[config.mk]
export PLATFORM = sky130hd
export DESIGN_NAME = matrix_multiply_add
export DESIGN_NICKNAME = d
export VERILOG_FILES = /design/src/sv/mma_pkg.sv /design/src/sv/mma_ram.sv /design/src/sv/mma_ctrl.sv /design/src/sv/mma_datapath.sv /design/src/sv/matrix_multiply_add.sv
export VERILOG_INCLUDE_DIRS = /design/src /design/src/sv
export SDC_FILE = /design/constraint.sdc
export NUM_CORES = 2
export LEC_CHECK = 0
export BUFFER_PORTS_ARGS = -buffer_cell sky130_fd_sc_hd__buf_2
export CORE_MARGIN = 2
export CORE_UTILIZATION = 25
export CTS_CLUSTER_DIAMETER = 80
export DETAILED_ROUTE_END_ITERATION = 12
export PLACE_DENSITY = 0.46
export SYNTH_ARGS = -nofsm -noshare
export SYNTH_HDL_FRONTEND = slang
export SYNTH_SLANG_ARGS = --single-unit
export TNS_END_PERCENT = 5
[constraint.sdc]
create_clock -name clk -period 7.1 [get_ports clk]
set_input_delay 1.42 -clock clk [delete_from_list [all_inputs] [get_ports clk]]
set_output_delay 1.42 -clock clk [all_outputs]
set_load 0.01 [all_outputs]
[src/sv/matrix_multiply_add_assert.svh]
// ----------------------------------------------------------------------------
// Matrix multiply-add assertion macros
// Clocked assertion helpers used by the RTL controller of the block.
// ----------------------------------------------------------------------------
`ifndef MATRIX_MULTIPLY_ADD_ASSERT_SVH
`define MATRIX_MULTIPLY_ADD_ASSERT_SVH

`ifndef ASSERT_OFF

`define MMA_ASSERT(label, prop, msg) \
	label: assert property (@(posedge clk) disable iff (!arst_n) prop) else $error(msg);

`define MMA_ASSERT_NEVER(label, expr, msg) \
	label: assert property (@(posedge clk) disable iff (!arst_n) !(expr)) else $error(msg);

`else

`define MMA_ASSERT(label, prop, msg)

`define MMA_ASSERT_NEVER(label, expr, msg)

`endif

`endif

[src/sv/mma_pkg.sv]
// ----------------------------------------------------------------------------
// Matrix multiply-add package
// Shared widths, codes and the command and status bundles between the
// controller and the datapath.
// ----------------------------------------------------------------------------
package mma_pkg;

	localparam int MAX_DIM_DEFAULT = 8;
	localparam int DATA_W          = 16;
	localparam int FRAC_W          = 8;
	localparam int IDX_PORT_W      = 3;
	localparam int CFG_W           = 4;
	localparam int CFG_IDX_W       = 2;
	// 8 products of 32 bits plus the addend at product scale
	localparam int ACC_W           = 36;

	typedef enum logic [1:0] {
		OP_LOAD_A = 2'd0,
		OP_LOAD_B = 2'd1,
		OP_LOAD_D = 2'd2,
		OP_START  = 2'd3
	} op_t;

	typedef enum logic [CFG_IDX_W-1:0] {
		REG_ROW_COUNT   = 2'd0,
		REG_INNER_COUNT = 2'd1,
		REG_COL_COUNT   = 2'd2,
		REG_ADD_ENABLE  = 2'd3
	} reg_idx_t;

	typedef struct packed {
		logic                  load_in;
		logic                  mac_issue;
		logic                  mac_first;
		logic                  load_out;
		logic                  out_last;
		logic                  add_en;
		logic [IDX_PORT_W-1:0] row;
		logic [IDX_PORT_W-1:0] col;
		logic [IDX_PORT_W-1:0] k;
	} cmd_t;

	typedef struct packed {
		logic pipe_busy;
		logic out_free;
	} status_t;

endpackage

[src/sv/mma_ram.sv]
// ----------------------------------------------------------------------------
// Generic RAM
// One write port, one read port, registered read data.
// ----------------------------------------------------------------------------
module mma_ram #(
	parameter int WIDTH = 16,
	parameter int DEPTH = 64
) (
	input  logic                     clk,
	input  logic                     we,
	input  logic [$clog2(DEPTH)-1:0] waddr,
	input  logic [WIDTH-1:0]         wdata,
	input  logic [$clog2(DEPTH)-1:0] raddr,
	output logic [WIDTH-1:0]         rdata
);

	logic [WIDTH-1:0] mem [DEPTH];

	always_ff @(posedge clk) begin
		if (we) begin
			mem[waddr] <= wdata;
		end
		rdata <= mem[raddr];
	end

endmodule

[src/sv/mma_ctrl.sv]
// ----------------------------------------------------------------------------
// Matrix multiply-add controller
// Holds configuration, walks rows, columns and the inner index, and
// sequences multiply-accumulate, drain and result hand-off.
// ----------------------------------------------------------------------------
`include "matrix_multiply_add_assert.svh"

module mma_ctrl import mma_pkg::*; #(
	parameter int MAX_DIM = MAX_DIM_DEFAULT
) (
	input  logic                 clk,
	input  logic                 arst_n,
	input  logic                 cfg_we,
	input  logic [CFG_IDX_W-1:0] cfg_index,
	input  logic [CFG_W-1:0]     cfg_data,
	input  logic                 in_valid,
	output logic                 in_stall,
	input  logic [1:0]           op,
	input  status_t              status,
	output cmd_t                 cmd
);

	localparam int IDX_W = $clog2(MAX_DIM);

	typedef enum logic [1:0] {
		ST_IDLE,
		ST_MAC,
		ST_DRAIN
	} state_t;

	state_t           state_q;
	logic [CFG_W-1:0] row_count_q;
	logic [CFG_W-1:0] inner_count_q;
	logic [CFG_W-1:0] col_count_q;
	logic             add_enable_q;
	logic [IDX_W-1:0] i_q;
	logic [IDX_W-1:0] j_q;
	logic [IDX_W-1:0] k_q;
	logic [IDX_W-1:0] r_lim;
	logic [IDX_W-1:0] k_lim;
	logic [IDX_W-1:0] c_lim;
	logic             elem_last;
	logic             out_load;

	function automatic logic [IDX_W-1:0] last_idx(input logic [CFG_W-1:0] n);
		if (n == '0) return '0;
		if (int'(n) > MAX_DIM) return IDX_W'(MAX_DIM - 1);
		return IDX_W'(n - 1'b1);
	endfunction

	assign r_lim     = last_idx(row_count_q);
	assign k_lim     = last_idx(inner_count_q);
	assign c_lim     = last_idx(col_count_q);
	assign elem_last = (i_q == r_lim) && (j_q == c_lim);
	assign out_load  = (state_q == ST_DRAIN) && !status.pipe_busy && status.out_free;
	assign in_stall  = (state_q != ST_IDLE);

	always_comb begin
		cmd           = '0;
		cmd.load_in   = in_valid && !in_stall && (op != OP_START);
		cmd.mac_issue = (state_q == ST_MAC);
		cmd.mac_first = (state_q == ST_MAC) && (k_q == '0);
		cmd.load_out  = out_load;
		cmd.out_last  = elem_last;
		cmd.add_en    = add_enable_q;
		cmd.row       = IDX_PORT_W'(i_q);
		cmd.col       = IDX_PORT_W'(j_q);
		cmd.k         = IDX_PORT_W'(k_q);
	end

	always_ff @(posedge clk or negedge arst_n) begin
		if (!arst_n) begin
			row_count_q   <= CFG_W'(1);
			inner_count_q <= CFG_W'(1);
			col_count_q   <= CFG_W'(1);
			add_enable_q  <= 1'b0;
		end else if (cfg_we) begin
			case (reg_idx_t'(cfg_index))
				REG_ROW_COUNT:   row_count_q   <= cfg_data;
				REG_INNER_COUNT: inner_count_q <= cfg_data;
				REG_COL_COUNT:   col_count_q   <= cfg_data;
				REG_ADD_ENABLE:  add_enable_q  <= cfg_data[0];
				default: ;
			endcase
		end
	end

	always_ff @(posedge clk or negedge arst_n) begin
		if (!arst_n) begin
			state_q <= ST_IDLE;
			i_q     <= '0;
			j_q     <= '0;
			k_q     <= '0;
		end else begin
			case (state_q)
				ST_IDLE: begin
					if (in_valid && (op == OP_START)) begin
						state_q <= ST_MAC;
						i_q     <= '0;
						j_q     <= '0;
						k_q     <= '0;
					end
				end
				ST_MAC: begin
					if (k_q == k_lim) begin
						k_q     <= '0;
						state_q <= ST_DRAIN;
					end else begin
						k_q <= k_q + 1'b1;
					end
				end
				ST_DRAIN: begin
					if (out_load) begin
						if (elem_last) begin
							state_q <= ST_IDLE;
						end else begin
							state_q <= ST_MAC;
							if (j_q == c_lim) begin
								j_q <= '0;
								i_q <= i_q + 1'b1;
							end else begin
								j_q <= j_q + 1'b1;
							end
						end
					end
				end
				default: state_q <= ST_IDLE;
			endcase
		end
	end

	`MMA_ASSERT(a_load_out_free, cmd.load_out |-> status.out_free, "result loaded while output full")
	`MMA_ASSERT(a_issue_busy, cmd.mac_issue |=> status.pipe_busy, "issued MAC not in pipeline")
	`MMA_ASSERT(a_last_idle, (cmd.load_out && cmd.out_last) |=> (state_q == ST_IDLE), "no idle after last")
	`MMA_ASSERT_NEVER(a_load_busy, cmd.load_in && (state_q != ST_IDLE), "load accepted while busy")

endmodule

[src/sv/mma_datapath.sv]
// ----------------------------------------------------------------------------
// Matrix multiply-add datapath
// Element stores, shared multiplier with accumulator, addend, floor shift,
// saturation and the output register.
// ----------------------------------------------------------------------------
module mma_datapath import mma_pkg::*; #(
	parameter int MAX_DIM = MAX_DIM_DEFAULT
) (
	input  logic                         clk,
	input  logic                         arst_n,
	input  cmd_t                         cmd,
	output status_t                      status,
	input  logic [1:0]                   op,
	input  logic [IDX_PORT_W-1:0]        row_index,
	input  logic [IDX_PORT_W-1:0]        col_index,
	input  logic signed [DATA_W-1:0]     elem_value,
	output logic                         out_valid,
	input  logic                         out_stall,
	output logic [IDX_PORT_W-1:0]        out_row,
	output logic [IDX_PORT_W-1:0]        out_col,
	output logic signed [DATA_W-1:0]     out_value,
	output logic                         last
);

	localparam int DEPTH  = MAX_DIM * MAX_DIM;
	localparam int ADDR_W = $clog2(DEPTH);
	localparam int SH_W   = ACC_W - FRAC_W;
	localparam logic signed [SH_W-1:0] SAT_MAX = SH_W'(2 ** (DATA_W - 1) - 1);
	localparam logic signed [SH_W-1:0] SAT_MIN = SH_W'(-(2 ** (DATA_W - 1)));

	logic                     in_range;
	logic                     a_we;
	logic                     b_we;
	logic                     d_we;
	logic [ADDR_W-1:0]        waddr;
	logic [ADDR_W-1:0]        a_raddr;
	logic [ADDR_W-1:0]        b_raddr;
	logic [ADDR_W-1:0]        d_raddr;
	logic [DATA_W-1:0]        a_rd;
	logic [DATA_W-1:0]        b_rd;
	logic [DATA_W-1:0]        d_rd;
	logic                     mac_s1;
	logic                     first_s1;
	logic                     mac_s2;
	logic                     first_s2;
	logic signed [2*DATA_W-1:0] prod_s2;
	logic signed [ACC_W-1:0]  acc_q;
	logic signed [ACC_W-1:0]  addend;
	logic signed [ACC_W-1:0]  total;
	logic signed [SH_W-1:0]   shifted;
	logic signed [DATA_W-1:0] sat;
	logic                     out_valid_q;

	function automatic logic [ADDR_W-1:0] addr(input logic [IDX_PORT_W-1:0] r,
		input logic [IDX_PORT_W-1:0] c);
		return ADDR_W'(int'(r) * MAX_DIM + int'(c));
	endfunction

	assign in_range = (int'(row_index) < MAX_DIM) && (int'(col_index) < MAX_DIM);
	assign waddr    = addr(row_index, col_index);
	assign a_raddr  = addr(cmd.row, cmd.k);
	assign b_raddr  = addr(cmd.k, cmd.col);
	assign d_raddr  = addr(cmd.row, cmd.col);

	always_comb begin
		a_we = 1'b0;
		b_we = 1'b0;
		d_we = 1'b0;
		if (cmd.load_in && in_range) begin
			case (op_t'(op))
				OP_LOAD_A: a_we = 1'b1;
				OP_LOAD_B: b_we = 1'b1;
				OP_LOAD_D: d_we = 1'b1;
				default: ;
			endcase
		end
	end

	mma_ram #(.WIDTH(DATA_W), .DEPTH(DEPTH)) u_a_ram (
		.clk   (clk),
		.we    (a_we),
		.waddr (waddr),
		.wdata (elem_value),
		.raddr (a_raddr),
		.rdata (a_rd)
	);

	mma_ram #(.WIDTH(DATA_W), .DEPTH(DEPTH)) u_b_ram (
		.clk   (clk),
		.we    (b_we),
		.waddr (waddr),
		.wdata (elem_value),
		.raddr (b_raddr),
		.rdata (b_rd)
	);

	mma_ram #(.WIDTH(DATA_W), .DEPTH(DEPTH)) u_d_ram (
		.clk   (clk),
		.we    (d_we),
		.waddr (waddr),
		.wdata (elem_value),
		.raddr (d_raddr),
		.rdata (d_rd)
	);

	always_ff @(posedge clk or negedge arst_n) begin
		if (!arst_n) begin
			mac_s1 <= 1'b0;
			mac_s2 <= 1'b0;
		end else begin
			mac_s1 <= cmd.mac_issue;
			mac_s2 <= mac_s1;
		end
	end

	always_ff @(posedge clk) begin
		first_s1 <= cmd.mac_first;
		first_s2 <= first_s1;
		prod_s2  <= $signed(a_rd) * $signed(b_rd);
		if (mac_s2) begin
			if (first_s2) begin
				acc_q <= ACC_W'(prod_s2);
			end else begin
				acc_q <= acc_q + ACC_W'(prod_s2);
			end
		end
	end

	assign addend  = cmd.add_en ? (ACC_W'($signed(d_rd)) <<< FRAC_W) : '0;
	assign total   = acc_q + addend;
	assign shifted = SH_W'(total >>> FRAC_W);

	always_comb begin
		if (shifted > SAT_MAX) begin
			sat = DATA_W'(SAT_MAX);
		end else if (shifted < SAT_MIN) begin
			sat = DATA_W'(SAT_MIN);
		end else begin
			sat = DATA_W'(shifted);
		end
	end

	always_ff @(posedge clk or negedge arst_n) begin
		if (!arst_n) begin
			out_valid_q <= 1'b0;
		end else if (cmd.load_out) begin
			out_valid_q <= 1'b1;
		end else if (!out_stall) begin
			out_valid_q <= 1'b0;
		end
	end

	always_ff @(posedge clk) begin
		if (cmd.load_out) begin
			out_row   <= cmd.row;
			out_col   <= cmd.col;
			out_value <= sat;
			last      <= cmd.out_last;
		end
	end

	assign out_valid        = out_valid_q;
	assign status.pipe_busy = mac_s1 || mac_s2;
	assign status.out_free  = !out_valid_q || !out_stall;

endmodule

[src/sv/matrix_multiply_add.sv]
// ----------------------------------------------------------------------------
// Matrix multiply-add
// R = A * B (+ D) in signed Q8.8, floor-shifted and saturated to 16 bits.
// ----------------------------------------------------------------------------
// Load beats (op 0, 1, 2) write one element of A, B or D each; a start
// beat streams R in row-major order with last on the final element. One
// shared multiplier does one multiply-accumulate per cycle while an element
// is computed: inner_count reads (1 to MAX_DIM), then a read, multiply and
// accumulate drain before the element is loaded into the output register.
// Input is stalled from the start beat until the final element sits in the
// output register; a stalled output register holds the next element back.
// Configuration must be written only while idle; the block itself does not
// enforce it.
module matrix_multiply_add import mma_pkg::*; #(
	parameter int MAX_DIM = MAX_DIM_DEFAULT
) (
	input  logic                     clk,
	input  logic                     arst_n,
	input  logic                     cfg_we,
	input  logic [CFG_IDX_W-1:0]     cfg_index,
	input  logic [CFG_W-1:0]         cfg_data,
	input  logic                     in_valid,
	output logic                     in_stall,
	input  logic [1:0]               op,
	input  logic [IDX_PORT_W-1:0]    row_index,
	input  logic [IDX_PORT_W-1:0]    col_index,
	input  logic signed [DATA_W-1:0] elem_value,
	output logic                     out_valid,
	input  logic                     out_stall,
	output logic [IDX_PORT_W-1:0]    out_row,
	output logic [IDX_PORT_W-1:0]    out_col,
	output logic signed [DATA_W-1:0] out_value,
	output logic                     last
);

	cmd_t    cmd;
	status_t status;

	mma_ctrl #(.MAX_DIM(MAX_DIM)) u_ctrl (
		.clk       (clk),
		.arst_n    (arst_n),
		.cfg_we    (cfg_we),
		.cfg_index (cfg_index),
		.cfg_data  (cfg_data),
		.in_valid  (in_valid),
		.in_stall  (in_stall),
		.op        (op),
		.status    (status),
		.cmd       (cmd)
	);

	mma_datapath #(.MAX_DIM(MAX_DIM)) u_datapath (
		.clk        (clk),
		.arst_n     (arst_n),
		.cmd        (cmd),
		.status     (status),
		.op         (op),
		.row_index  (row_index),
		.col_index  (col_index),
		.elem_value (elem_value),
		.out_valid  (out_valid),
		.out_stall  (out_stall),
		.out_row    (out_row),
		.out_col    (out_col),
		.out_value  (out_value),
		.last       (last)
	);

endmodule
-- After elaboration in Yosys (flattened, before gate mapping)
Memories as Yosys holds them, arrays and structs flattened. A register that Yosys moved wholly into a read port is not among the register bits.
Cells that the tools add are included.
Widths: inputs -> output; s select.
- add/sub/neg operators: 12
- equal/unequal tests: 18
- order comparisons: 5
- reductions and logical operators: 31
- muxes and demuxes: 54
- $mul: 1
- operators by type and width (operator ; number):
    $mux 36 ; 2
    $mux 3 ; 20
    $add 36x32->36 ; 1
    $add 36x36->36 ; 1
    $mul 16x16->32 ; 1
    $gt 28x16->1 const B ; 1
    $lt 28x16->1 const B ; 1
    $add 6x3->6 ; 4
    $mux 1 ; 24
    $pmux 3 s2 ; 3
    $mux 16 ; 1
    $gt 4x4->1 const B ; 3
    $logic_not 4->1 ; 3
    $eq 2x2->1 const B ; 5
    $reduce_and 2->1 ; 5
    $add 3x1->3 const B ; 3
    $eq 3x3->1 ; 3
    $sub 3x1->3 const B ; 3
    $ne 2x1->1 const B ; 4
    $logic_and 1x1->1 ; 7
    $eq 2x1->1 const B ; 3
    $logic_not 2->1 ; 3
    $mux 2 ; 3
    $ne 2x2->1 const B ; 3
    other kinds (8) ; 14
- bits of input ports: 35
- memories: 3
- output and inout port bits: 25
- logic and storage cells: 143
- bits in writable memories: 3072
- bits in registers: 120
- memories (memory ; depth ; width ; read ports ; clocked after memory_dff ; write ports ; line ; text):
    u_datapath.u_a_ram.mem ; 64 ; 16 ; 1 ; 1 ; 1 ; mma_ram.sv:17 ; logic [WIDTH-1:0] mem [DEPTH];
    u_datapath.u_b_ram.mem ; 64 ; 16 ; 1 ; 1 ; 1 ; mma_ram.sv:17 ;
    u_datapath.u_d_ram.mem ; 64 ; 16 ; 1 ; 1 ; 1 ; mma_ram.sv:17 ;

-- Longest topological paths before layout
- word-level depth: 10
- mapped depth: 24
- depth with buffers taken out: 23

-- Cells and area by module
A second synthesis with hierarchy kept.
- cell total of the unflattened synthesis: 7411
- area total of the unflattened synthesis: 137999.9 µm²
- modules (own cells, without submodules) (module ; cells each ; area each (µm²) ; seq. area each (µm²) ; instances):
    mma_ram ; 1829 ; 40042.2 ; 31069.8 ; 3
    mma_datapath ; 1748 ; 16174.3 ; 2527.4 ; 1
    mma_ctrl ; 176 ; 1699.1 ; 604.3 ; 1

-- Worst setup path before layout
Ideal clock, no wire load.
- path type: reg2reg
- start: register u_datapath.u_b_ram.rdata[7] (read register of u_datapath.u_b_ram.mem)
- end: register u_datapath.prod_s2[30]
- period minus slack after synthesis: 5.988 ns
- buffers on the path: 1
- library setup time: 0.122 ns
- path slack: 1.112 ns
- cell stages (with the launch flop): 24
- arrival: 5.866 ns
- data required time: 6.978 ns
- cell sequence: dfxtp_1 -> clkbuf_1 -> nand2_1 -> fa_1 -> inv_1 -> fa_1 -> inv_1 -> fa_1 -> inv_1 -> fa_1 -> fa_1 -> inv_1 -> fa_1 -> inv_1 -> ha_1 -> and3_1 -> and3_1 -> a32o_1 -> o211ai_1 -> a21boi_0 -> nor2_1 -> o31ai_1 -> nand2_1 -> a311o_1
- cells in the longest elaborated chain, start to end: 1
- ends and longest elaborated chain (element ; line ; text):
    from (decl) ; mma_ram.sv:14 ; output logic [WIDTH-1:0] rdata
    $mul 16x16->32 ; mma_datapath.sv:119 ; prod_s2 <= $signed(a_rd) * $signed(b_rd);
    to (signal assigned) ; mma_datapath.sv:119 ;
    to (decl) ; mma_datapath.sv:46 ; logic signed [2*DATA_W-1:0] prod_s2;
No other way between the ends.
A chain may end at the register's enable or synchronous reset.

-- Final worst setup path
- start: register u_datapath.u_a_ram.rdata[2] (read register of u_datapath.u_a_ram.mem)
- end: register u_datapath.prod_s2[30]
- cells in the longest elaborated chain, start to end: 1
- ends and longest elaborated chain (element ; line):
    from (decl) ; mma_ram.sv:14
    $mul 16x16->32 ; mma_datapath.sv:119
No other way between the ends.

==> results.json <==
{
  "critical_path_peak_fanout": 16,
  "final_common_cell": "edfxtp_1",
  "report.final.slew_viol_count": 0,
  "fill_cells": 52534,
  "synth_ff_type": "edfxtp_1",
  "worstPathRequired_ps": 7950,
  "track_usage": 0.1370,
  "worst_path_bufs_invs": 3,
  "endpoint_kind": "register",
  "clock_tree.htree_level_count": 5,
  "numClockSinks": 3240,
  "grt_max_degree": 138,
  "number_of_rows_created_at_floorplan": 270,
  "outcome": "finished clean",
  "die-area_sq_mm": 0.5488,
  "crit_path_start_kind": "register",
  "count_of_flip_flops_with_a_built_in_enable_after_synthesis": 3131,
  "layout_worst_path_cycle_share": 0.9326,
  "number_of_buffers_added_by_the_clock_tree_synthesis_step": 363,
  "synth_seq_area_share": 0.7099,
  "syn-cell-area_sq_mm": 0.1357,
  "sum_of_overflow_across_all_layers_after_global_routing": 0,
  "post-route-min-period_ps": 6621,
  "crit_path_frequent_cell": "fa_1",
  "cpMaxStageDelayCell": "dfxtp_1",
  "final_hold_viol_count": 0,
  "drive_gt1_frac": 0.2789,
  "asyncSetResetFlopFracSynth": 0.008333,
  "worst_path_dominant_cell_family": "adder cells",
  "place_congestion": 0.7891,
  "drc": 0,
  "setup-tns-final_ps": 0,
  "synthDominantCellAreaShare": 0.6928,
  "fin_worst_skew_ps": 100.2,
  "ios": 60,
  "leading_cell_types_by_total_area_after_synthesis": "edfxtp_1, mux4_2, fa_1, ha_1, dfxtp_1",
  "tritoncts": "yes",
  "grt_setup_unrepaired": "false",
  "dp_hpwl_um": 235300,
  "antenna_violating_nets_post_route": 0,
  "postCtsHoldBufs": 0,
  "dieHeight_um": 740.8,
  "grt_antenna_before_repair": 37,
  "max_slew_margin": 0.1592,
  "worst_slew_pin_slew_ps": 1261,
  "first_global_vias": 69238,
  "mostFrequentLayoutCells": "edfxtp_1, mux4_2, clkbuf_16",
  "fp.dieW_um": 740.8,
  "fp.coreArea_sq_mm": 0.5409,
  "setup.worst_path.class": "reg2reg",
  "mappedNetlistNets": 7030,
  "post_drt_via_cell_ratio": 4.538,
  "nets": 7364,
  "hold_path_class": "reg2reg",
  "reg2reg_setup_slack_ps": 480,
  "grt_pass1_wl_um": 541100,
  "timing.critical_path.cells": "nand2_1 -> fa_1 -> fa_1 -> inv_1 -> fa_1 -> fa_1 -> fa_1 -> inv_1 -> fa_1 -> inv_1 -> ha_1 -> and3_1 -> and3_1 -> a32o_1 -> o211ai_1 -> a21boi_0 -> nor2_1 -> o31ai_1 -> nand2_1 -> a311o_1",
  "route.detailed.wl_per_inst_um": 26.65,
  "clock_tree.root_cell": "clkbuf_16",
  "placed_cell_area_sq_mm": 0.1466,
  "cpPeakStageDelay_ps": 800,
  "vias": 65489,
  "ys_types": 83,
  "clock_path_buffers": 4,
  "setup_viol": 0,
  "synth.yosys.warnings": 0,
  "numPortBuffers": 59,
  "fmax_mhz": 151.0,
  "fin_area_sq_mm": 0.1582,
  "synth.ff_latch_count": 3240,
  "firstDrtPassIters": 6,
  "post_synth.cell_area_avg_sq_um": 20.62,
  "drv_cap": 0,
  "drtIter0Drc": 6481,
  "synth_top_cell_by_area": "edfxtp_1",
  "worst_path_clk_slew_ps": 60,
  "worst_skew_pair.late_latency_ps": 990,
  "syn_inst": 6580,
  "critPathArrivalTime_ps": 7470,
  "area_growth_pct": 16.55,
  "floorplan.initialDensity": 0.2509,
  "postRouteWirelength_um": 384600
}
-- stage by stage --
step	setup WS, ps	util	hold WS, ps	cells
after CTS	347.1	0.2924	357.2	14418
after floorplan	1112	-	309.6	6580
after global placement	408.0	0.2710	344.2	13757
after global routing	10.82	0.2924	366.1	14425
after detailed placement	364.0	0.2710	348.7	13757
final	478.5	0.2924	357.4	14431
-- layout make-up --
type | count | area [sq um] | share of cell area
tap | 7208 | 9019 | 0.05702
inverter | 332 | 1251 | 0.007911
antenna | 13 | 32.53 | 0.0002057
sequential | 3240 | 96370 | 0.6093
timing repair buffer | 281 | 2300 | 0.01454
clock inverter | 197 | 1858 | 0.01175
multi-input combinational | 2696 | 37610 | 0.2378
clock buffer | 464 | 9723 | 0.06147
-- Yosys cell counts, drive strengths merged (10+ instances only) --
cell / number
edfxtp: 3131
mux4: 1008
inv: 332
nand2: 278
fa: 264
nor2: 263
clkbuf: 205
ha: 151
and2: 141
buf: 107
o21ai: 100
dfxtp: 82
a21oi: 78
xnor2: 52
a21o: 48
xor2: 29
dfrtp: 24
nor3: 24
nand2b: 20
o21a: 17
nand3: 16
o21bai: 15
a211oi: 14
mux2: 14
nand4: 12
o31ai: 12
a31oi: 11
and3: 10
nor2b: 10
nor3b: 10
-- layer usage --
| metal | up-vias | GRT usage | share of wire |
|---|---|---|---|
| met5 | - | 0 | 0 |
| met4 | 0 | 0.03760 | 0.028 |
| met3 | 509 | 0.01810 | 0.045 |
| met2 | 1743 | 0.2315 | 0.49 |
| met1 | 36029 | 0.1853 | 0.43 |
| li1 | 27208 | - | - |
-- path summary, 6_finish.rpt --
check,from,end,depth (start not counted)
worst max-delay path,u_datapath.u_a_ram.rdata[2]$_DFF_P_,u_datapath.prod_s2[30]$_DFF_P_,20
worst min-delay path,u_datapath.first_s1$_DFF_P_,u_datapath.first_s2$_DFF_P_,0
worst max register to register,u_datapath.u_a_ram.rdata[2]$_DFF_P_,u_datapath.prod_s2[30]$_DFF_P_,20
worst min register to register,u_datapath.first_s1$_DFF_P_,u_datapath.first_s2$_DFF_P_,0
max in group asynchronous,arst_n,u_ctrl.k_q[0]$_DFFE_PN0P_,1
min in group asynchronous,arst_n,u_ctrl.col_count_q[3]$_DFFE_PN0P_,1
-- sequential cells by signal, summed over array words and instances, names as in the netlist, 4 cells and up --
register,count
u_datapath.out_value,16
u_datapath.u_b_ram.mem,1024
u_datapath.u_a_ram.rdata,16
u_datapath.u_b_ram.rdata,16
u_ctrl.inner_count_q,4
u_ctrl.col_count_q,4
u_datapath.acc_q,36
u_datapath.u_d_ram.mem,1024
u_datapath.u_d_ram.rdata,16
u_ctrl.row_count_q,4
u_datapath.u_a_ram.mem,1024
u_datapath.prod_s2,32
-- cell families (layout without fill, tap and decap cells) --
family,Yosys count,after routing,share of synthesized area
AOI/OAI and AO/OA,348,348,0.01683
xor gates and xnor gates,81,81,0.005227
adders and majority gates,418,418,0.05309
buffers and inverters,644,1274,0.01805
DFF,3240,3240,0.7099
muxes,1025,1025,0.1687
other,0,13,0
and+or+nand+nor,824,824,0.02822
-- timing repair --
item,CTS,global route
gates resized for setup,0,3
buffers inserted,0,0
setup endpoints to repair,0,1
Power is left out: the tool's default activity adds up to more than one toggle a clock period on the data nets, which glitch-free logic cannot reach.
